==> src/rtl/sst_pkg.sv <==
`default_nettype none
package sst_pkg;

  localparam int SST_MAX_SLOTS = 16;

  // Command codes carried on in_tuser
  localparam logic [1:0] CMD_RECORD   = 2'd0;
  localparam logic [1:0] CMD_VALIDATE = 2'd1;
  localparam logic [1:0] CMD_RETIRE   = 2'd2;

  // Result status codes carried on out_tuser
  localparam logic [2:0] STS_OK        = 3'd0;
  localparam logic [2:0] STS_INVALID   = 3'd1;
  localparam logic [2:0] STS_EXISTS    = 3'd2;
  localparam logic [2:0] STS_NOT_FOUND = 3'd3;
  localparam logic [2:0] STS_MISMATCH  = 3'd4;
  localparam logic [2:0] STS_FULL      = 3'd5;

  // First operation kind that is not accepted
  localparam logic [2:0] OP_LIMIT = 3'd4;

  localparam int IN_TDATA_W  = 88;
  localparam int OUT_TDATA_W = 72;

  typedef struct packed {
    logic [15:0] key;
    logic [15:0] gen;
    logic        retired;
    logic [1:0]  op;
    logic        comp;
    logic [31:0] len;
    logic [15:0] tag;
  } slot_t;

  typedef struct packed {
    logic [2:0]  status;
    logic [3:0]  idx;
    logic [15:0] gen;
    logic [1:0]  op;
    logic        comp;
    logic [31:0] len;
    logic [15:0] tag;
  } result_t;

endpackage
`default_nettype wire

==> src/rtl/sst_slot_ram.sv <==
`default_nettype none
module sst_slot_ram #(
  parameter int DEPTH = 16,
  parameter int IDX_W = 4
) (
  input  wire                 clk,
  input  wire                 wr_en,
  input  wire [IDX_W-1:0]     wr_addr,
  input  sst_pkg::slot_t      wr_data,
  input  wire [IDX_W-1:0]     rd_addr,
  output sst_pkg::slot_t      rd_data
);
  import sst_pkg::*;

  slot_t mem [DEPTH];

  always_ff @(posedge clk) begin
    if (wr_en) begin
      mem[wr_addr] <= wr_data;
    end
  end

  // registered read
  always_ff @(posedge clk) begin
    rd_data <= mem[rd_addr];
  end

endmodule
`default_nettype wire

==> src/rtl/send_slot_shadow_tracker.sv <==
`default_nettype none
// Channel  Dir  Handshake             Payload
// in_      in   in_tvalid/in_tready   tuser: cmd; tdata: counter, generation, op, comp, len, tag
// out_     out  out_tvalid/out_tready tuser: status; tdata: index, generation, op, comp, len, tag
// cfg_     in   cfg_wr_en             cfg_wr_data: qp_live
//
// Search and sweep: retire adds a sweep of the used slots to the search that record
// and validate make. The key search and the sweep go through the single read port of
// the slot memory, one slot a cycle.
// Reset: synchronous, active low; clears the fill count and control, sets qp_live.
// Stalls: a result waits in the output register; the next item is taken while it
// waits, and its own result is held in the finish state until the register frees.
module send_slot_shadow_tracker #(
  parameter int MAX_SLOTS = sst_pkg::SST_MAX_SLOTS
) (
  input  wire                           clk,
  input  wire                           rst_n,
  input  wire                           in_tvalid,
  output logic                          in_tready,
  // [15:0] work counter, [31:16] generation, [34:32] op kind,
  // [35] completion flag, [67:36] byte length, [83:68] request tag
  input  wire [sst_pkg::IN_TDATA_W-1:0] in_tdata,
  // [1:0] cmd
  input  wire [1:0]                     in_tuser,
  output logic                          out_tvalid,
  input  wire                           out_tready,
  // [3:0] slot_index, [19:4] slot_generation, [21:20] slot_op,
  // [22] slot_completion, [54:23] slot_length, [70:55] slot_tag
  output logic [sst_pkg::OUT_TDATA_W-1:0] out_tdata,
  // [2:0] status
  output logic [2:0]                    out_tuser,
  input  wire                           cfg_wr_en,
  input  wire                           cfg_wr_data
);
  import sst_pkg::*;

  localparam int IDX_W = (MAX_SLOTS > 1) ? $clog2(MAX_SLOTS) : 1;
  localparam int CNT_W = $clog2(MAX_SLOTS + 1);
  localparam logic [CNT_W-1:0] CNT_FULL = CNT_W'(MAX_SLOTS);

  localparam logic [2:0] ST_IDLE   = 3'd0;
  localparam logic [2:0] ST_SEARCH = 3'd1;
  localparam logic [2:0] ST_SWEEP  = 3'd2;
  localparam logic [2:0] ST_DONE   = 3'd3;

  // control
  logic [2:0]       state_r, state_nxt;
  logic [CNT_W-1:0] used_r, used_nxt;
  logic [CNT_W-1:0] scan_r, scan_nxt;
  logic             chk_v_r, chk_v_nxt;
  logic             qp_live_r, qp_live_nxt;
  logic             out_valid_r, out_valid_nxt;

  // payload
  logic [IDX_W-1:0] chk_idx_r, chk_idx_nxt;
  logic [1:0]       cmd_r, cmd_nxt;
  logic [15:0]      key_r, key_nxt;
  logic [15:0]      gen_r, gen_nxt;
  logic [1:0]       op_r, op_nxt;
  logic             comp_r, comp_nxt;
  logic [31:0]      len_r, len_nxt;
  logic [15:0]      tag_r, tag_nxt;
  result_t          res_r, res_nxt;
  result_t          out_r, out_nxt;

  // memory port
  logic             mem_we;
  logic [IDX_W-1:0] mem_waddr;
  slot_t            mem_wdata;
  logic [IDX_W-1:0] mem_raddr;
  slot_t            mem_rdata;

  logic             issue;
  logic             hit;
  logic [15:0]      new_gen;
  logic [15:0]      key_diff;
  logic             sweep_hit;
  logic             accept;

  sst_slot_ram #(
    .DEPTH (MAX_SLOTS),
    .IDX_W (IDX_W)
  ) u_ram (
    .clk     (clk),
    .wr_en   (mem_we),
    .wr_addr (mem_waddr),
    .wr_data (mem_wdata),
    .rd_addr (mem_raddr),
    .rd_data (mem_rdata)
  );

  assign in_tready  = (state_r == ST_IDLE);
  assign accept     = in_tvalid && in_tready;
  assign out_tvalid = out_valid_r;
  assign out_tuser  = out_r.status;
  assign out_tdata  = {1'b0, out_r.tag, out_r.len, out_r.comp, out_r.op, out_r.gen, out_r.idx};

  // rdata belongs to chk_idx_r when chk_v_r is set
  assign hit      = chk_v_r && (mem_rdata.key == key_r);
  assign new_gen  = (mem_rdata.gen == 16'hFFFF) ? 16'd1 : mem_rdata.gen + 16'd1;
  assign key_diff = mem_rdata.key - key_r;
  // retire an unretired slot of this generation at or before the counter
  assign sweep_hit = chk_v_r && !mem_rdata.retired && (mem_rdata.gen == gen_r) &&
                     ((key_diff == 16'd0) || key_diff[15]);

  always_comb begin
    state_nxt     = state_r;
    used_nxt      = used_r;
    scan_nxt      = scan_r;
    chk_v_nxt     = 1'b0;
    chk_idx_nxt   = scan_r[IDX_W-1:0];
    qp_live_nxt   = cfg_wr_en ? cfg_wr_data : qp_live_r;
    out_valid_nxt = out_valid_r && !out_tready;
    cmd_nxt       = cmd_r;
    key_nxt       = key_r;
    gen_nxt       = gen_r;
    op_nxt        = op_r;
    comp_nxt      = comp_r;
    len_nxt       = len_r;
    tag_nxt       = tag_r;
    res_nxt       = res_r;
    out_nxt       = out_r;
    issue         = 1'b0;
    mem_we        = 1'b0;
    mem_waddr     = chk_idx_r;
    mem_wdata     = mem_rdata;
    mem_raddr     = scan_r[IDX_W-1:0];

    case (state_r)
      ST_IDLE: begin
        if (accept) begin
          cmd_nxt  = in_tuser;
          key_nxt  = in_tdata[15:0];
          gen_nxt  = in_tdata[31:16];
          op_nxt   = in_tdata[33:32];
          comp_nxt = in_tdata[35];
          len_nxt  = in_tdata[67:36];
          tag_nxt  = in_tdata[83:68];
          scan_nxt = '0;
          res_nxt  = '0;
          if ((in_tuser != CMD_RECORD && in_tuser != CMD_VALIDATE &&
               in_tuser != CMD_RETIRE) ||
              (in_tuser == CMD_RECORD && (!qp_live_r || in_tdata[34:32] >= OP_LIMIT))) begin
            res_nxt.status = STS_INVALID;
            state_nxt      = ST_DONE;
          end else begin
            state_nxt = ST_SEARCH;
          end
        end
      end

      ST_SEARCH: begin
        res_nxt = '0;
        if (hit) begin
          // stop on the matching slot
          if (cmd_r == CMD_RECORD) begin
            if (!mem_rdata.retired) begin
              res_nxt.status = STS_EXISTS;
            end else begin
              mem_we            = 1'b1;
              mem_waddr         = chk_idx_r;
              mem_wdata.key     = key_r;
              mem_wdata.gen     = new_gen;
              mem_wdata.retired = 1'b0;
              mem_wdata.op      = op_r[1:0];
              mem_wdata.comp    = comp_r;
              mem_wdata.len     = len_r;
              mem_wdata.tag     = tag_r;
              res_nxt.status    = STS_OK;
              res_nxt.idx       = 4'(chk_idx_r);
              res_nxt.gen       = new_gen;
              res_nxt.op        = op_r[1:0];
              res_nxt.comp      = comp_r;
              res_nxt.len       = len_r;
              res_nxt.tag       = tag_r;
            end
            state_nxt = ST_DONE;
          end else if (mem_rdata.retired) begin
            res_nxt.status = STS_NOT_FOUND;
            state_nxt      = ST_DONE;
          end else if (mem_rdata.gen != gen_r) begin
            res_nxt.status = STS_MISMATCH;
            state_nxt      = ST_DONE;
          end else begin
            res_nxt.status = STS_OK;
            res_nxt.idx    = 4'(chk_idx_r);
            res_nxt.gen    = mem_rdata.gen;
            res_nxt.op     = mem_rdata.op;
            res_nxt.comp   = mem_rdata.comp;
            res_nxt.len    = mem_rdata.len;
            res_nxt.tag    = mem_rdata.tag;
            if (cmd_r == CMD_RETIRE) begin
              scan_nxt  = '0;
              state_nxt = ST_SWEEP;
            end else begin
              state_nxt = ST_DONE;
            end
          end
        end else if (!chk_v_r && scan_r >= used_r) begin
          // no slot holds the key
          if (cmd_r == CMD_RECORD) begin
            if (used_r == CNT_FULL) begin
              res_nxt.status = STS_FULL;
            end else begin
              mem_we            = 1'b1;
              mem_waddr         = used_r[IDX_W-1:0];
              mem_wdata.key     = key_r;
              mem_wdata.gen     = 16'd1;
              mem_wdata.retired = 1'b0;
              mem_wdata.op      = op_r[1:0];
              mem_wdata.comp    = comp_r;
              mem_wdata.len     = len_r;
              mem_wdata.tag     = tag_r;
              used_nxt          = used_r + CNT_W'(1);
              res_nxt.status    = STS_OK;
              res_nxt.idx       = 4'(used_r[IDX_W-1:0]);
              res_nxt.gen       = 16'd1;
              res_nxt.op        = op_r[1:0];
              res_nxt.comp      = comp_r;
              res_nxt.len       = len_r;
              res_nxt.tag       = tag_r;
            end
          end else begin
            res_nxt.status = STS_NOT_FOUND;
          end
          state_nxt = ST_DONE;
        end else begin
          // advance the scan
          issue = (scan_r < used_r);
          if (issue) begin
            scan_nxt = scan_r + CNT_W'(1);
          end
        end
      end

      ST_SWEEP: begin
        // write back the slot read last cycle while reading the next
        if (sweep_hit) begin
          mem_we            = 1'b1;
          mem_waddr         = chk_idx_r;
          mem_wdata         = mem_rdata;
          mem_wdata.retired = 1'b1;
        end
        if (!chk_v_r && scan_r >= used_r) begin
          state_nxt = ST_DONE;
        end else begin
          issue = (scan_r < used_r);
          if (issue) begin
            scan_nxt = scan_r + CNT_W'(1);
          end
        end
      end

      ST_DONE: begin
        if (!out_valid_r || out_tready) begin
          out_nxt       = res_r;
          out_valid_nxt = 1'b1;
          state_nxt     = ST_IDLE;
        end
      end

      default: begin
        state_nxt = ST_IDLE;
      end
    endcase

    chk_v_nxt = issue;
  end

  always_ff @(posedge clk) begin
    if (!rst_n) begin
      state_r     <= ST_IDLE;
      used_r      <= '0;
      scan_r      <= '0;
      chk_v_r     <= 1'b0;
      qp_live_r   <= 1'b1;
      out_valid_r <= 1'b0;
    end else begin
      state_r     <= state_nxt;
      used_r      <= used_nxt;
      scan_r      <= scan_nxt;
      chk_v_r     <= chk_v_nxt;
      qp_live_r   <= qp_live_nxt;
      out_valid_r <= out_valid_nxt;
    end
  end

  always_ff @(posedge clk) begin
    chk_idx_r <= chk_idx_nxt;
    cmd_r     <= cmd_nxt;
    key_r     <= key_nxt;
    gen_r     <= gen_nxt;
    op_r      <= op_nxt;
    comp_r    <= comp_nxt;
    len_r     <= len_nxt;
    tag_r     <= tag_nxt;
    res_r     <= res_nxt;
    out_r     <= out_nxt;
  end

  // fill count never passes the table size
  assert property (@(posedge clk) disable iff (!rst_n) used_r <= CNT_FULL)
    else $error("slot fill count beyond table size");

  // the memory is written only by a search decision or the sweep
  assert property (@(posedge clk) disable iff (!rst_n)
    mem_we |-> (state_r == ST_SEARCH || state_r == ST_SWEEP))
    else $error("slot memory written outside search or sweep");

  // the fill count only steps up by one
  assert property (@(posedge clk) disable iff (!rst_n)
    ($past(rst_n) && used_r != $past(used_r)) |-> used_r == $past(used_r) + CNT_W'(1))
    else $error("slot fill count moved by other than one");

  // a new result enters the output register only from the finish state
  assert property (@(posedge clk) disable iff (!rst_n)
    ($past(rst_n) && $rose(out_valid_r)) |-> $past(state_r == ST_DONE))
    else $error("result loaded outside finish state");

endmodule
`default_nettype wire

==> config.mk <==
export PLATFORM = sky130hd
export DESIGN_NAME = send_slot_shadow_tracker
export DESIGN_NICKNAME = d
export VERILOG_FILES = /design/src/rtl/sst_pkg.sv /design/src/rtl/sst_slot_ram.sv /design/src/rtl/send_slot_shadow_tracker.sv
export SDC_FILE = /design/constraint.sdc
export NUM_CORES = 1
export LEC_CHECK = 0
export BUFFER_PORTS_ARGS = -buffer_cell sky130_fd_sc_hd__buf_4
export CAP_MARGIN = 20
export CORE_AREA = 3 3 412 251
export CTS_BUF_LIST = sky130_fd_sc_hd__clkbuf_8
export DETAILED_ROUTE_END_ITERATION = 8
export DIE_AREA = 0 0 415 254
export GPL_TIMING_DRIVEN = 1
export PLACE_DENSITY = 0.88
export REMOVE_ABC_BUFFERS = 1
export SETUP_SLACK_MARGIN = 0.4
export SLEW_MARGIN = 20
export SYNTH_ARGS = -nofsm -noshare
export SYNTH_HDL_FRONTEND = slang
export SYNTH_SLANG_ARGS = --single-unit
==> constraint.sdc <==
create_clock -name clk -period 8.6 [get_ports clk]
set_clock_uncertainty 0.15 [all_clocks]
set_input_delay 0 -clock clk [delete_from_list [all_inputs] [get_ports clk]]
set_output_delay 0 -clock clk [all_outputs]
set_load 0.03 [all_outputs]
==> impl_metrics.csv, run 1 <==
group,metric,value,unit
final_layout,layout.nets,3604,
cts,cts_buffers,219,
timing,fmax,189,MHz
drt,drt_iter0_markers,5224,
grt,antenna_found_initial,1,
power,p_leak,23.5,nW
synth,synth_top_area_share,74.3,%
grt,grt_overflow_total,0,
setup_path,worst_ep_arrival_time,5.65,ns
final_layout,diodes,0,
synth,yosys_most_used_dff,"edfxtp_1",
timing,slew-limit-headroom,19.6,%
grt,grt_use_total,32.3,%
placement,placed_cells,4409,
synth,ys_top_cells_by_count,"edfxtp_1 (1577), mux4_2 (420), nand2_1 (243)",
grt,grt_max_degree,148,
synth,syn_inst,2999,
final_layout,instances_no_fill,5009,
timing,tightest_slew,1.21,ns
floorplanning,die_w,415,um
grt,grt_first_pass_wirelength,242000,um
cts,clock_path_buffers,3,
cts,clk_pin_slew,0.07,ns
setup_path,path_class,"flip-flop to flip-flop",
setup_path,rrSetupSlack,3.32,ns
drt,num_vias,34520,
cts,cts_tree,"done",
synth,synth-seq-cells,1681,
cts,htree_num_levels,4,
synth,synth_edf_count,1577,
synth,ys_warn_count,0,
drt,route.met3.wl,21800,um
timing,rsz0062_at_grt,"false",
drt,post-route-drc-count,0,
synth,async_flop_share,0,%
cts,cts.hold.buffers_added,182,
worst_hold_path,hold_class,"primary input to flip-flop",
flow_run,cap_violations,0,
floorplanning,die-area,105000,um^2
timing,finalMaxSlewViolations,0,
cts,cts_resized,0,
synth,syn-cell-area,63800,um^2
synth,avgSynthCellArea,21.3,um^2
outcome,status,"finished clean",
timing,fin_crit_sh,61.4,%
drt,wl_met1,57400,um
timing,tns,0,ns
cts,clk_latency,0.94,ns
setup_path,start_kind,"flip-flop",
floorplanning,die_h,254,um
drt,ant_nets,0,
cts,cts.sinks,1681,
placement,gp_congestion,0.933,
final_layout,drive_gt1_share,27.3,%
synth,yosysSeqAreaShare,77.5,%
drt,dr.max_layer_used,"met5",
power,vdd_drop_max,161,uV
synth,synth_most_common_cell,"edfxtp_1",
floorplanning,coreArea,100000,um^2
cts,cts_setup_buffers,0,
placement,port_buffers,167,
timing,hold_violations,0,
floorplanning,num_rows,90,
drt,avgViaCountPerCell,6.89,
floorplanning,ios,173,
setup_path,worstPathRequired,8.97,ns
drt,first_pass_iters,6,
synth,synth.area.top_cells,"edfxtp_1 (74%), mux4_2 (15%), dfxtp_1 (3.3%)",
setup_path,cp-end-kind,"flip-flop",
drt,met2_length,80600,um
cts,clockRootBuffer,"clkbuf_8",
final_layout,areaGrowthSynthToFinish,14.7,%
timing,setup_viol,0,
drt,routed_wirelength,168000,um
setup_path,cp_max_fo,51,
placement,dp_hpwl,81600,um
synth,ys_types,66,
grt,grt_pass1_vias,35206,
power,p_per_area,206,nW/um^2
timing,period_minus_slack,5.28,ns
synth,synth_top_area_cell,"edfxtp_1",
floorplanning,start_util,63.8,%
drt,wl_per_cell,33.6,um
-- per-stage QoR --
stage	instance area (um^2)	hold slack [ns]	util (%)	power, mW	setup slack [ns]
2_1_floorplan	63100	-0.0881	-	9.14	-12.25
3_3_place_gp	66900	0.0292	66.9	9.22	3.53
3_5_place_dp	66900	0.0293	66.9	9.23	3.40
4_1_cts	73100	0.00804	73.1	15.0	3.39
5_1_grt	73100	0.106	73.1	15.4	3.00
6_report	73100	0.0541	73.1	15.1	3.32
-- worst max-delay path, cell delays in order, from the launching register on --
cell	delay, ns
dfxtp_4	0.93
inv_1	0.19
ha_1	0.24
nor2b_1	0.11
o21ai_0	0.17
a31oi_1	0.30
nand2_1	0.21
nor3_1	0.66
a21oi_4	0.23
buf_16	0.25
a21oi_4	0.35
buf_4	0.96
-- final timing paths --
kind                                         startpoint                    endpoint  cells after the start
worst max-delay path             scan_r[0]$_SDFFE_PN0P_  u_ram.mem[3][39]$_DFFE_PP_                     11
worst min-delay path                              rst_n      scan_r[2]$_SDFFE_PN0P_                      5
worst max register to register   scan_r[0]$_SDFFE_PN0P_  u_ram.mem[3][39]$_DFFE_PP_                     11
worst min register to register  res_r[64]$_SDFFCE_PN0P_     out_tdata[17]$_DFFE_PP_                      0
-- power breakdown --
part | switching [mW] | internal (mW)
combinational | 0.115 | 0.106
sequential | 0.0234 | 8.89
clock | 3.08 | 2.86
-- registers in the layout, summed over array words and instances, names as in the netlist, 16 cells and up --
signal,cells
len_r,32
res_r,74
tag_r,16
key_r,16
u_ram.mem,1344
u_ram.rd_data,84
gen_r,16
out_tdata,71
-- per-layer routing --
metal | global-route usage [%] | vias to the layer above
met2 | 50.9 | 3114
met5 | 0 | -
met4 | 15.6 | 2
met1 | 43.8 | 17448
met3 | 7.44 | 608
li1 | - | 13348
-- cell families (layout without fill, tap and decap cells) --
logic type | count (synthesis) | in the layout | synth area share (%)
adders and majority gates | 26 | 26 | 0.510
buffers and inverters | 185 | 860 | 1.22
muxes | 424 | 424 | 14.9
DFF | 1681 | 1681 | 77.5
and+or+nand+nor | 410 | 410 | 2.88
other | 1 | 2 | 0.00588
xor gates and xnor gates | 28 | 28 | 0.385
AOI/OAI and AO/OA | 244 | 244 | 2.58
-- layout make-up --
class                           count  area [um^2]
Inverter                           31          116
Timing Repair Buffer              415         3780
Tap cell                         1334         1670
Clock inverter                    169          973
Sequential cell                  1681        49500
Multi-Input combinational cell   1134        13800
Clock buffer                      245         3370
Fill cell                        5096        26900
-- cells in the final DEF, fill, tap and decap left out, types with 18 or more instances in the layout --
cell type / Yosys / final
buf_4: 3 / 215
ha_1: 26 / 26
a21oi_1: 53 / 45
clkinv_1: 0 / 49
mux4_2: 420 / 420
o21ai_0: 56 / 47
nand2_1: 243 / 243
a22o_1: 52 / 52
xor2_1: 20 / 20
dlygate4sd3_1: 0 / 182
edfxtp_1: 1577 / 1577
dfxtp_1: 104 / 100
clkinv_2: 0 / 37
a21oi_4: 0 / 18
clkbuf_8: 0 / 245
inv_1: 30 / 89
nand3_1: 19 / 19
nor2_1: 54 / 54
Power figures use the tool's default switching activity.
==> run 2: changes to the inputs <==
- CORE_AREA: 3 3 412 251 -> 3 3 433 263
- DIE_AREA: 0 0 415 254 -> 0 0 436 266
- PLACE_DENSITY: 0.88 -> 0.85
- clock period: 8.6 -> 4.5 ns (I/O delays scaled with it)
==> impl_metrics.csv, run 2 (same netlist as run 1, synthesis figures left out) <==
group,metric,value,unit
outcome,status,"finished clean",
timing,rsz0062_at_grt,"true",
drt,wl_per_cell,29.1,um
final_layout,final_common_cell,"edfxtp_1",
setup_path,path_class,"flip-flop to flip-flop",
cts,clk_pin_slew,0.07,ns
timing,setup_viol,0,
final_layout,areaGrowthSynthToFinish,16.8,%
timing,hold_violations,0,
setup_path,worst_ep_arrival_time,4.47,ns
timing,fmax,247,MHz
setup_path,r2r_start,"used_r[4]$_SDFFE_PN0P_",
timing,fin_crit_sh,89.9,%
setup_path,start_kind,"flip-flop",
cts,clockRootBuffer,"clkbuf_8",
floorplanning,num_rows,94,
drt,first_pass_iters,6,
final_layout,top_regs,"u_ram.mem x1344, u_ram.rd_data x84, res_r x74",
placement,dp_hpwl,82400,um
timing,hold_slack,0.148,ns
final_layout,final_cell_mix,"edfxtp_1 (1577), mux4_2 (420), buf_4 (257)",
placement,port_buffers,167,
floorplanning,start_util,58.0,%
power,p_leak,24.0,nW
setup_path,setup.worst_path.end,"u_ram.mem[10][20]$_DFFE_PP_",
setup_path,worstSetupStartpoint,"used_r[4]$_SDFFE_PN0P_",
timing,tns,0,ns
cts,htree_num_levels,4,
final_layout,fin_area,74500,um^2
placement,dp_slack,0.370,ns
setup_path,cp-end-kind,"flip-flop",
final_layout,drive_gt1_share,29.0,%
cts,cts.sinks,1681,
cts,cts_buffers,218,
grt,grt_max_degree,146,
grt,grt_use_total,26.4,%
placement,placed_area,68000,um^2
final_layout,fin_util,67.8,%
setup_path,reg2regPathDepth,11,
worst_hold_path,hold_class,"primary input to flip-flop",
drt,avgViaCountPerCell,6.33,
final_layout,largest-register,"u_ram.mem",
flow_run,cap_violations,0,
floorplanning,die-area,116000,um^2
final_layout,largest_reg_flops,1344,
timing,tightest_slew,1.17,ns
floorplanning,die_w,436,um
placement,gp_congestion,0.882,
power,p_per_area,382,nW/um^2
floorplanning,die_h,266,um
floorplanning,ios,173,
drt,num_vias,33241,
timing,period_minus_slack,4.05,ns
setup_path,rrSetupSlack,0.45,ns
cts,clock_path_buffers,3,
final_layout,layout.nets,3687,
drt,post-route-drc-count,0,
setup_path,cp_max_fo,32,
timing,finalMaxSlewViolations,0,
grt,grt_pass1_vias,34016,
power,vdd_drop_max,373,uV
cts,cts_tree,"done",
timing,slew-limit-headroom,21.8,%
grt,grt_overflow_total,0,
floorplanning,coreArea,110000,um^2
drt,ant_nets,0,
setup_path,worstPathRequired,4.93,ns
drt,drt_iter0_markers,4429,
grt,grt_first_pass_wirelength,224000,um
grt,antenna_found_initial,5,
cts,clk_latency,0.95,ns
drt,routed_wirelength,153000,um
setup_path,r2r-end,"u_ram.mem[10][20]$_DFFE_PP_",
timing,setup_ws,0.455,ns
==> run 2: cell types whose count changed in the layout (fill, tap and decap cells not counted), moves of 4 or more <==
cell and change:
buf_4 +42, buf_12 +36, clkinv_2 -4, o21ai_1 -7, diode_2 +4, clkinv_1 -5, inv_1 +10, o21ai_0 +8
==> run 2: critical path: stages (launching register included) <==
cell      delay (ns)
dfxtp_1         0.41
inv_1           0.08
ha_1            0.30
and3_1          0.19
o21ai_0         0.23
a311oi_2        0.46
and3_1          0.36
a21oi_1         0.11
o22ai_1         0.42
nand2_1         0.18
a21oi_4         0.40
buf_12          0.34
==> run 2: timing repair <==
| item | in CTS | in global routing |
|---|---|---|
| setup endpoints to repair | 158 | 1606 |
| buffers inserted | 3 | 8 |
| gates cloned | 0 | 4 |
| pin swaps | 2 | 4 |
| resized for setup | 1 | 15 |
| hold endpoints to repair | 267 | 0 |
| hold buffers | 183 | 0 |
==> run 2: worst min path at each step <==
stage | from | to | depth (start not counted) | slack, ns
floorplan | rst_n | qp_live_r$_SDFFE_PN1P_ | 1 | -0.09
global placement | in_tdata[33] | op_r[1]$_DFFE_PP_ | 1 | 0.03
detailed placement | in_tdata[80] | tag_r[12]$_DFFE_PP_ | 1 | 0.03
CTS | in_tdata[34] | res_r[71]$_DFFE_PP_ | 7 | 0.07
global route | in_tdata[33] | op_r[1]$_DFFE_PP_ | 3 | 0.13
finish | in_tdata[34] | res_r[71]$_DFFE_PP_ | 7 | 0.15
==> run 2: layout make-up <==
| class | count | area, um^2 |
|---|---|---|
| Sequential cell | 1681 | 49500 |
| Fill cell | 6582 | 35400 |
| Multi-Input combinational cell | 1135 | 13800 |
| Timing Repair Buffer | 498 | 4920 |
| Clock buffer | 243 | 3340 |
| Tap cell | 1488 | 1860 |
| Clock inverter | 171 | 945 |
| Inverter | 31 | 116 |
| Antenna cell | 4 | 10.0 |
==> run 2: where the power goes <==
group / internal, mW / leakage [nW] / switching, mW
clock network: 5.30 / 2.45 / 5.73
logic: 0.209 / 6.49 / 0.208
registers: 17.0 / 15.1 / 0.0379
total: 22.5 / 24.0 / 5.98
==> run 2: layer usage <==
metal  vias to the layer above  part of all wire, %  routed length [um]  global-route usage, %
met5                         -                0.018                  28                      0
met4                         4                  2.7                4050                   8.25
met3                       280                   11               16200                   5.89
met2                      2198                   49               74300                   42.0
met1                     17218                   38               58100                   37.2
li1                      13541                    -                   -                      -
==> run 2: metrics by stage <==
step           power, mW  instances
2_1_floorplan       17.5       2846
3_3_place_gp        17.6       4633
3_5_place_dp        17.6       4634
4_1_cts             28.6       5234
5_1_grt             29.4       5250
6_report            28.5       5251
